$ cat src/design/char_stream_lexer_top_macros.svh
// ----------------------------------------------------------------------------
// char_stream_lexer_top_macros.svh
// Assertion macros shared by the lexer RTL.
// ----------------------------------------------------------------------------
`ifndef CHAR_STREAM_LEXER_TOP_MACROS_SVH
`define CHAR_STREAM_LEXER_TOP_MACROS_SVH

// Same-cycle implication, disabled in reset.
`define CSL_ASSERT_NOW(lbl, clk, rstn, ante, cons, msg) \
    lbl: assert property (@(posedge clk) disable iff (!(rstn)) (ante) |-> (cons)) \
        else $error(msg);

// Next-cycle implication, disabled in reset.
`define CSL_ASSERT_NEXT(lbl, clk, rstn, ante, cons, msg) \
    lbl: assert property (@(posedge clk) disable iff (!(rstn)) (ante) |=> (cons)) \
        else $error(msg);

`endif

$ cat src/design/csl_pkg.sv
// ----------------------------------------------------------------------------
// csl_pkg
// Types, character constants and classifiers for the byte stream lexer.
// ----------------------------------------------------------------------------
package csl_pkg;

    localparam logic [7:0]  CH_SEMI    = 8'h3B;
    localparam logic [7:0]  CH_PERIOD  = 8'h2E;
    localparam logic [7:0]  CH_HYPHEN  = 8'h2D;
    localparam logic [7:0]  CH_NEWLINE = 8'h0A;
    localparam logic [7:0]  CH_ZERO    = 8'h30;
    localparam logic [30:0] INT_MAX31  = 31'h7FFF_FFFF;

    typedef enum logic [2:0] {
        KIND_INVALID = 3'd0,
        KIND_SYMBOL  = 3'd1,
        KIND_IDENT   = 3'd2,
        KIND_INT     = 3'd3,
        KIND_COMMENT = 3'd4
    } token_kind_t;

    typedef enum logic [1:0] {
        MODE_IDLE    = 2'd0,
        MODE_IDENT   = 2'd1,
        MODE_INT     = 2'd2,
        MODE_COMMENT = 2'd3
    } lex_mode_t;

    typedef struct packed {
        token_kind_t kind;
        logic [7:0]  chr;
        logic [30:0] value;
        logic        ovf;
        logic        tend;
        logic        last;
    } result_t;

    typedef struct packed {
        logic    two;
        result_t r0;
        result_t r1;
    } entry_t;

    typedef struct packed {
        logic full;
        logic empty;
    } queue_status_t;

    typedef struct packed {
        lex_mode_t mode;
    } front_status_t;

    function automatic logic is_space(input logic [7:0] c);
        is_space = (c == 8'h20) || (c inside {[8'h09:8'h0D]});
    endfunction

    function automatic logic is_alpha(input logic [7:0] c);
        is_alpha = (c inside {[8'h61:8'h7A], [8'h41:8'h5A]});
    endfunction

    function automatic logic is_digit(input logic [7:0] c);
        is_digit = (c inside {[8'h30:8'h39]});
    endfunction

endpackage

$ cat src/design/csl_front.sv
// ----------------------------------------------------------------------------
// csl_front
// Lexer state machine: classifies each beat and builds a queue entry of up
// to two results.
// ----------------------------------------------------------------------------
module csl_front (
    input  logic                   aclk,
    input  logic                   aresetn,
    input  logic                   accept,
    input  logic [7:0]             ch,
    input  logic                   eoi,
    output logic                   push,
    output csl_pkg::entry_t        entry,
    output csl_pkg::front_status_t status
);

    csl_pkg::lex_mode_t mode_reg, mode_next;
    logic [7:0]         held_reg, held_next;
    logic [30:0]        acc_reg, acc_next;
    logic               sat_reg, sat_next;

    logic               c_space, c_semi, c_period, c_alpha, c_digit, c_ident_cont;
    logic               fresh_emit;
    csl_pkg::result_t   fresh_res;
    logic [3:0]         digit;
    logic [34:0]        acc_mul;

    assign c_space      = csl_pkg::is_space(ch);
    assign c_semi       = (ch == csl_pkg::CH_SEMI);
    assign c_period     = (ch == csl_pkg::CH_PERIOD);
    assign c_alpha      = csl_pkg::is_alpha(ch);
    assign c_digit      = csl_pkg::is_digit(ch);
    assign c_ident_cont = c_alpha || c_digit || (ch == csl_pkg::CH_HYPHEN) || c_period;
    assign digit        = 4'(ch - csl_pkg::CH_ZERO);
    assign acc_mul      = {1'b0, acc_reg, 3'b000} + {3'b000, acc_reg, 1'b0}
                        + {31'd0, digit};

    // result of a byte seen from idle
    always_comb begin
        fresh_emit     = !c_space && !c_alpha && !c_digit;
        fresh_res      = '0;
        fresh_res.tend = 1'b1;
        fresh_res.last = 1'b1;
        if (c_semi || c_period) begin
            fresh_res.kind = csl_pkg::KIND_SYMBOL;
            fresh_res.chr  = ch;
        end else begin
            fresh_res.kind = csl_pkg::KIND_INVALID;
        end
    end

    // next state
    always_comb begin
        mode_next = mode_reg;
        held_next = held_reg;
        acc_next  = acc_reg;
        sat_next  = sat_reg;
        if (accept) begin
            logic do_fresh;
            do_fresh = 1'b0;
            case (mode_reg)
                csl_pkg::MODE_IDENT: begin
                    if (!eoi && c_ident_cont) begin
                        held_next = ch;
                    end else begin
                        held_next = '0;
                        mode_next = csl_pkg::MODE_IDLE;
                        do_fresh  = !eoi;
                    end
                end
                csl_pkg::MODE_INT: begin
                    if (!eoi && c_digit) begin
                        if (acc_mul > {4'd0, csl_pkg::INT_MAX31}) begin
                            acc_next = csl_pkg::INT_MAX31;
                            sat_next = 1'b1;
                        end else begin
                            acc_next = acc_mul[30:0];
                        end
                    end else begin
                        acc_next  = '0;
                        sat_next  = 1'b0;
                        mode_next = csl_pkg::MODE_IDLE;
                        do_fresh  = !eoi;
                    end
                end
                csl_pkg::MODE_COMMENT: begin
                    if (eoi || ch == csl_pkg::CH_NEWLINE) begin
                        mode_next = csl_pkg::MODE_IDLE;
                    end
                end
                default: begin
                    mode_next = csl_pkg::MODE_IDLE;
                    do_fresh  = !eoi;
                end
            endcase
            if (do_fresh) begin
                if (c_semi) begin
                    mode_next = csl_pkg::MODE_COMMENT;
                end else if (c_alpha) begin
                    held_next = ch;
                    mode_next = csl_pkg::MODE_IDENT;
                end else if (c_digit) begin
                    acc_next  = {27'd0, digit};
                    sat_next  = 1'b0;
                    mode_next = csl_pkg::MODE_INT;
                end
            end
        end
    end

    // outputs
    always_comb begin
        push           = 1'b0;
        entry          = '0;
        entry.r0.last  = 1'b1;
        entry.r1.last  = 1'b1;
        case (mode_reg)
            csl_pkg::MODE_IDENT: begin
                push          = accept;
                entry.r0.kind = csl_pkg::KIND_IDENT;
                entry.r0.chr  = held_reg;
                if (!eoi && c_ident_cont) begin
                    entry.r0.tend = 1'b0;
                end else begin
                    entry.r0.tend = 1'b1;
                    entry.two     = !eoi && fresh_emit;
                    entry.r1      = fresh_res;
                end
            end
            csl_pkg::MODE_INT: begin
                push          = accept && (eoi || !c_digit);
                entry.r0.kind = csl_pkg::KIND_INT;
                entry.r0.value = acc_reg;
                entry.r0.ovf  = sat_reg;
                entry.r0.tend = 1'b1;
                entry.two     = !eoi && fresh_emit;
                entry.r1      = fresh_res;
            end
            csl_pkg::MODE_COMMENT: begin
                push          = accept;
                entry.r0.kind = csl_pkg::KIND_COMMENT;
                if (eoi || ch == csl_pkg::CH_NEWLINE) begin
                    entry.r0.tend = 1'b1;
                end else begin
                    entry.r0.chr  = ch;
                end
            end
            default: begin
                push     = accept && !eoi && fresh_emit;
                entry.r0 = fresh_res;
            end
        endcase
        entry.r0.last = !entry.two;
    end

    always_ff @(posedge aclk) begin
        if (!aresetn) begin
            mode_reg <= csl_pkg::MODE_IDLE;
            held_reg <= '0;
            acc_reg  <= '0;
            sat_reg  <= 1'b0;
        end else begin
            mode_reg <= mode_next;
            held_reg <= held_next;
            acc_reg  <= acc_next;
            sat_reg  <= sat_next;
        end
    end

    assign status.mode = mode_reg;

endmodule

$ cat src/design/csl_queue.sv
// ----------------------------------------------------------------------------
// csl_queue
// Small FIFO of result entries between the lexer front and the output side.
// ----------------------------------------------------------------------------
module csl_queue #(
    parameter int DEPTH = 4
) (
    input  logic                   aclk,
    input  logic                   aresetn,
    input  logic                   push,
    input  csl_pkg::entry_t        wr_data,
    input  logic                   pop,
    output csl_pkg::entry_t        rd_data,
    output csl_pkg::queue_status_t status
);

    localparam int PW = (DEPTH > 1) ? $clog2(DEPTH) : 1;
    localparam int CW = $clog2(DEPTH + 1);

    csl_pkg::entry_t mem [DEPTH];
    logic [PW-1:0]   wr_ptr_reg, wr_ptr_next;
    logic [PW-1:0]   rd_ptr_reg, rd_ptr_next;
    logic [CW-1:0]   count_reg, count_next;

    always_comb begin
        wr_ptr_next = wr_ptr_reg;
        rd_ptr_next = rd_ptr_reg;
        count_next  = count_reg;
        if (push) begin
            wr_ptr_next = (wr_ptr_reg == PW'(DEPTH - 1)) ? '0 : wr_ptr_reg + PW'(1);
        end
        if (pop) begin
            rd_ptr_next = (rd_ptr_reg == PW'(DEPTH - 1)) ? '0 : rd_ptr_reg + PW'(1);
        end
        if (push && !pop) begin
            count_next = count_reg + CW'(1);
        end else if (pop && !push) begin
            count_next = count_reg - CW'(1);
        end
    end

    always_ff @(posedge aclk) begin
        if (push) begin
            mem[wr_ptr_reg] <= wr_data;
        end
    end

    always_ff @(posedge aclk) begin
        if (!aresetn) begin
            wr_ptr_reg <= '0;
            rd_ptr_reg <= '0;
            count_reg  <= '0;
        end else begin
            wr_ptr_reg <= wr_ptr_next;
            rd_ptr_reg <= rd_ptr_next;
            count_reg  <= count_next;
        end
    end

    assign rd_data      = mem[rd_ptr_reg];
    assign status.full  = (count_reg == CW'(DEPTH));
    assign status.empty = (count_reg == '0);

endmodule

$ cat src/design/csl_back.sv
// ----------------------------------------------------------------------------
// csl_back
// Drains queue entries one result per beat into the output register.
// ----------------------------------------------------------------------------
module csl_back (
    input  logic                   aclk,
    input  logic                   aresetn,
    input  csl_pkg::entry_t        rd_data,
    input  csl_pkg::queue_status_t q_status,
    output logic                   pop,
    input  logic                   m_ready,
    output logic                   m_valid,
    output csl_pkg::result_t       m_result
);

    logic             sel_reg, sel_next;
    logic             valid_reg, valid_next;
    csl_pkg::result_t res_reg, res_next;
    logic             load;

    assign load = (!valid_reg || m_ready) && !q_status.empty;
    assign pop  = load && (sel_reg || !rd_data.two);

    always_comb begin
        sel_next   = sel_reg;
        valid_next = valid_reg;
        res_next   = res_reg;
        if (!valid_reg || m_ready) begin
            valid_next = !q_status.empty;
        end
        if (load) begin
            res_next = sel_reg ? rd_data.r1 : rd_data.r0;
            sel_next = !pop;
        end
    end

    always_ff @(posedge aclk) begin
        if (!aresetn) begin
            sel_reg   <= 1'b0;
            valid_reg <= 1'b0;
        end else begin
            sel_reg   <= sel_next;
            valid_reg <= valid_next;
        end
    end

    always_ff @(posedge aclk) begin
        res_reg <= res_next;
    end

    assign m_valid  = valid_reg;
    assign m_result = res_reg;

endmodule

$ cat src/design/char_stream_lexer_top.sv
// ----------------------------------------------------------------------------
// char_stream_lexer_top
// Byte stream lexer: identifiers, integers, symbols and comments.
// ----------------------------------------------------------------------------
// Takes one byte per cycle while the entry queue (QUEUE_DEPTH) has room.
// A beat's first result passes through the entry queue and then the output
// register before it appears on m_. Results leave one per cycle while results
// are queued and m_tready is high; the queue absorbs a beat with two results.
// Reset clears the lexer mode, the queue pointers and the output valid.
`include "char_stream_lexer_top_macros.svh"

module char_stream_lexer_top #(
    parameter int QUEUE_DEPTH = 4
) (
    input  logic        aclk,
    input  logic        aresetn,
    input  logic        s_tvalid,
    output logic        s_tready,
    input  logic [7:0]  s_tdata,   // [7:0] ch
    input  logic        s_tlast,   // end_of_input
    output logic        m_tvalid,
    input  logic        m_tready,
    output logic [47:0] m_tdata,   // [7:0] token_char, [38:8] int_value,
                                   // [39] int_overflow, [40] token_end, zero pad
    output logic [2:0]  m_tuser,   // token_kind
    output logic        m_tlast    // run_last
);

    logic                   accept;
    logic                   push, pop;
    csl_pkg::entry_t        wr_entry, rd_entry;
    csl_pkg::queue_status_t q_status;
    csl_pkg::front_status_t f_status;
    csl_pkg::result_t       result;

    assign s_tready = !q_status.full;
    assign accept   = s_tvalid && s_tready;

    csl_front u_front (
        .aclk    (aclk),
        .aresetn (aresetn),
        .accept  (accept),
        .ch      (s_tdata),
        .eoi     (s_tlast),
        .push    (push),
        .entry   (wr_entry),
        .status  (f_status)
    );

    csl_queue #(
        .DEPTH (QUEUE_DEPTH)
    ) u_queue (
        .aclk    (aclk),
        .aresetn (aresetn),
        .push    (push),
        .wr_data (wr_entry),
        .pop     (pop),
        .rd_data (rd_entry),
        .status  (q_status)
    );

    csl_back u_back (
        .aclk     (aclk),
        .aresetn  (aresetn),
        .rd_data  (rd_entry),
        .q_status (q_status),
        .pop      (pop),
        .m_ready  (m_tready),
        .m_valid  (m_tvalid),
        .m_result (result)
    );

    assign m_tdata = {7'd0, result.tend, result.ovf, result.value, result.chr};
    assign m_tuser = result.kind;
    assign m_tlast = result.last;

    `CSL_ASSERT_NEXT(a_eoi_idle, aclk, aresetn, accept && s_tlast, f_status.mode == csl_pkg::MODE_IDLE, "lexer not idle after end of input")
    `CSL_ASSERT_NOW(a_int_fields, aclk, aresetn, m_tvalid && m_tuser != csl_pkg::KIND_INT, m_tdata[39:8] == 32'd0, "integer fields set on non-integer result")
    `CSL_ASSERT_NOW(a_token_end, aclk, aresetn, m_tvalid && m_tuser != csl_pkg::KIND_IDENT && m_tuser != csl_pkg::KIND_COMMENT, m_tdata[40], "single-piece token without token end")

endmodule
$ cat config.mk
export PLATFORM = sky130hd
export DESIGN_NAME = char_stream_lexer_top
export DESIGN_NICKNAME = d
export VERILOG_FILES = /design/src/design/csl_pkg.sv /design/src/design/csl_front.sv /design/src/design/csl_queue.sv /design/src/design/csl_back.sv /design/src/design/char_stream_lexer_top.sv
export VERILOG_INCLUDE_DIRS = /design/src /design/src/design
export SDC_FILE = /design/constraint.sdc
export NUM_CORES = 1
export LEC_CHECK = 0
export BUFFER_PORTS_ARGS = -buffer_cell sky130_fd_sc_hd__buf_2
export CAP_MARGIN = 20
export CORE_MARGIN = 1
export CORE_UTILIZATION = 28
export DETAILED_ROUTE_END_ITERATION = 8
export PLACE_DENSITY = 0.43
export SYNTH_ARGS = -nofsm -noshare
export SYNTH_HDL_FRONTEND = slang
export SYNTH_SLANG_ARGS = --single-unit
$ cat constraint.sdc
create_clock -name aclk -period 4.65 [get_ports aclk]
set_clock_uncertainty 0.1 [all_clocks]
set_input_delay 0.2325 -clock aclk [delete_from_list [all_inputs] [get_ports aclk]]
set_output_delay 0.2325 -clock aclk [all_outputs]
set_load 0.005 [all_outputs]
==> flow_metrics.tcl <==
set metrics [dict create \
    cts.sinks 322 \
    synth_area_leader_cell "edfxtp_1" \
    drt_pass1_iterations 4 \
    viasPerCell 4.72 \
    yosysUniqueCellTypes 70 \
    clkTransAtPathRegs_ns 0.06 \
    grt_remaining_overflow 0 \
    fillers 5114 \
    netlist_area_um2 14700 \
    ys_seq_area_frac 0.622 \
    final_common_cell "edfxtp_1" \
    final.setup.tns_ns 0 \
    drc 0 \
    setup_viol 0 \
    dp.cells 1719 \
    gp_congestion 0.800 \
    status "finished, final reports clean" \
    syn_inst 1000 \
    die_h_um 231 \
    synth_compound_area_frac 0.0906 \
    wl_um 32500 \
    postSynth.asyncResetShare 0 \
    post_synth_and_or_nand_nor_area_fraction 0.0930 \
    hp-class "input port to flop" \
    pre_cts_ws_ns 0.525 \
    critPathCaptureType "flop" \
    r2r_start "u_front.acc_reg[0]" \
    synth_top_family_by_area "simple AND/OR/NAND/NOR gates" \
    crit_arrival_ns 4.51 \
    largest_reg_flops 224 \
    cp.required_ns 5.04 \
    route.antenna.remaining_nets 0 \
    rsz0062_at_grt "false" \
    clock-root-buffer "clkbuf_16" \
    antenna_cells 0 \
    ff2ff_setup_slack_ns 0.64 \
    post-cts-setup-buffer-count 0 \
    antenna_found_initial 0 \
    synth_adder_area_share 0.0646 \
    leakage_nw 6.16 \
    vias 8474 \
    final_cell_mix "edfxtp_1 (269), and2_1 (76), nand2_1 (72)" \
    synth_edf_count 269 \
    r2r-end "u_front.acc_reg[12]" \
    grt_first_pass_wirelength_um 51500 \
    max-vdd-ir-drop_mv 0.228 \
    drtIter0Drc 430 \
    initial_core_util 0.285 \
    yosys_warnings 0 \
    finalCriticalPeriod_ns 4.12 \
    port_buffers 59 \
    cts_buffers 38 \
    fmax_ghz 0.242 \
    routedWlPerCell_um 18.1 \
    ff2ff_path_depth 13 \
    area_growth_pct 16.6 \
    powerDensity_nw_per_um2 474 \
    hold_viol_final 0 \
    final_util 0.332 \
    synth-xor-area-share 0.0172 \
    coreArea_um2 51500 \
    muxShareOfSynthArea 0.0879 \
    ys_seq_elements 322 \
    critPathKind "input port to flop" \
    die_x_um 231 \
    dpl.hpwl_um 20600 \
    slew_viol_final 0 \
    nets 1173 \
    crit_fanout 28 \
    rows 83 \
    instances_no_fill 1794 \
    worst_pin_slew_ns 0.890 \
    grt_use_total 0.124 \
    synth.area.top_cells "edfxtp_1 (55%), mux4_2 (8.6%), dfxtp_1 (7.2%)" \
    cts_tree "yes" \
    synth.top_cell.area_share 0.550 \
    cp-start-kind "input port" \
    min_delay_path_depth 4 \
    grt_start_max_net_pins 56 \
    synthFlopType "edfxtp_1" \
    grt_pass1_vias 8841 \
    maxSlewHeadroom 0.407 \
    worst_slack_ns 0.526 \
    maxCapViolations 0 \
    h-tree-depth 2 \
    drive_gt1_frac 0.196 \
    clk_latency_ns 0.56 \
    dieArea_um2 53400 \
    min_to "u_front.status[0]" \
    cts_buffer_depth 3 \
    syn_avg_cell_area_um2 14.7 \
    fin_crit_sh 0.887 \
    pin_count 67 \
    min_from "s_tlast" \
]
-- metal layers --
metal  share of wire  vias up  global-route usage
li1                -     4020                   -
met2            0.49      111               0.209
met1            0.46     4294               0.160
met4           0.020        0              0.0373
met5               0        -                   0
met3           0.034       49              0.0259
-- synth_stat cells (3+ instances only) --
library cell and number:
a221oi_1 3, o221ai_1 3, a21o_1 9, a221o_1 26, mux4_2 56, edfxtp_1 269, a21boi_0 6, clkbuf_1 24
o211ai_1 4, buf_2 6, a41oi_1 3, nor3_1 7, nand2_1 72, ha_1 71, mux2i_1 3, or3_1 6
inv_1 27, and3_1 8, nor2_1 30, o21ai_0 28, buf_4 7, and2_1 80, or2_2 5, nand3_1 12
dfxtp_1 53, fa_1 3, nand4_1 5, a31oi_1 5, buf_1 10, a21oi_1 48, o21a_1 4, buf_6 3
nor2b_1 12, xor2_1 9, nand2b_1 3, a22o_1 17, xnor2_1 18
-- worst max-delay path by stage --
stage	start	end	slack, ns	cells past startpoint
3_3_place_gp	s_tdata[3]	u_front.acc_reg[20]	0.65	15
3_5_place_dp	s_tdata[3]	u_front.acc_reg[15]	0.52	14
5_1_grt	s_tdata[3]	u_front.acc_reg[12]	0.22	16
6_report	s_tdata[3]	u_front.acc_reg[12]	0.53	15
2_1_floorplan	u_queue.count_reg[0]	u_queue.count_reg[2]	0.27	10
4_1_cts	s_tdata[3]	u_front.acc_reg[10]	0.52	15
-- critical path: stages --
cell and delay [ns]:
dlygate4sd3_1 0.53, buf_2 0.21, inv_1 0.13, fa_1 0.55, fa_1 0.47, nand2b_1 0.18
a21oi_1 0.23, o31ai_2 0.12, a21oi_1 0.20, nor2_1 0.10, o21ai_0 0.56, a311oi_2 0.26
a31oi_4 0.21, buf_4 0.34, a221o_1 0.17
-- kinds of logic (layout without fill, tap and decap cells) --
| family | count (synthesis) | in the layout |
|---|---|---|
| flops | 322 | 322 |
| simple gates | 255 | 255 |
| compound gates | 182 | 182 |
| buf+inv | 79 | 179 |
| fa+ha+maj | 74 | 74 |
| mux | 59 | 59 |
| xor+xnor | 28 | 28 |
| other cells | 1 | 15 |
-- through the flow --
| step | hold WS [ns] | power [mW] | area (um^2) |
|---|---|---|---|
| floorplan | 0.265 | 4.70 | 14700 |
| global placement | 0.358 | 5.28 | 15800 |
| detailed placement | 0.362 | 5.28 | 15800 |
| CTS | 0.00586 | 8.31 | 17100 |
| global route | 0.0343 | 8.55 | 17100 |
| finish | 0.0276 | 8.11 | 17100 |
-- power by group --
part           switching [mW]  internal [mW]  leakage (nW)
sequential              0.159           3.56          2.89
clock                    1.20           1.76         0.604
combinational           0.771          0.662          2.67
-- what timing repair did --
item | 4_1_cts | 5_1_grt
resized for setup | 0 | 0
hold buffers | 6 | 0
setup endpoints to repair | 0 | 0
endpoints found under the hold margin | 7 | 0
-- layout make-up --
| class | count | area (um^2) | area share |
|---|---|---|---|
| multi-input cells | 613 | 5260 | 0.307 |
| inverters | 29 | 109 | 0.00636 |
| flip-flops and latches | 322 | 9140 | 0.534 |
| repair buffers | 82 | 503 | 0.0294 |
| well taps | 680 | 851 | 0.0497 |
| clock buffers | 52 | 1040 | 0.0610 |
| clock inverters | 16 | 210 | 0.0123 |
No activity file was read; power rests on OpenSTA's default activity.
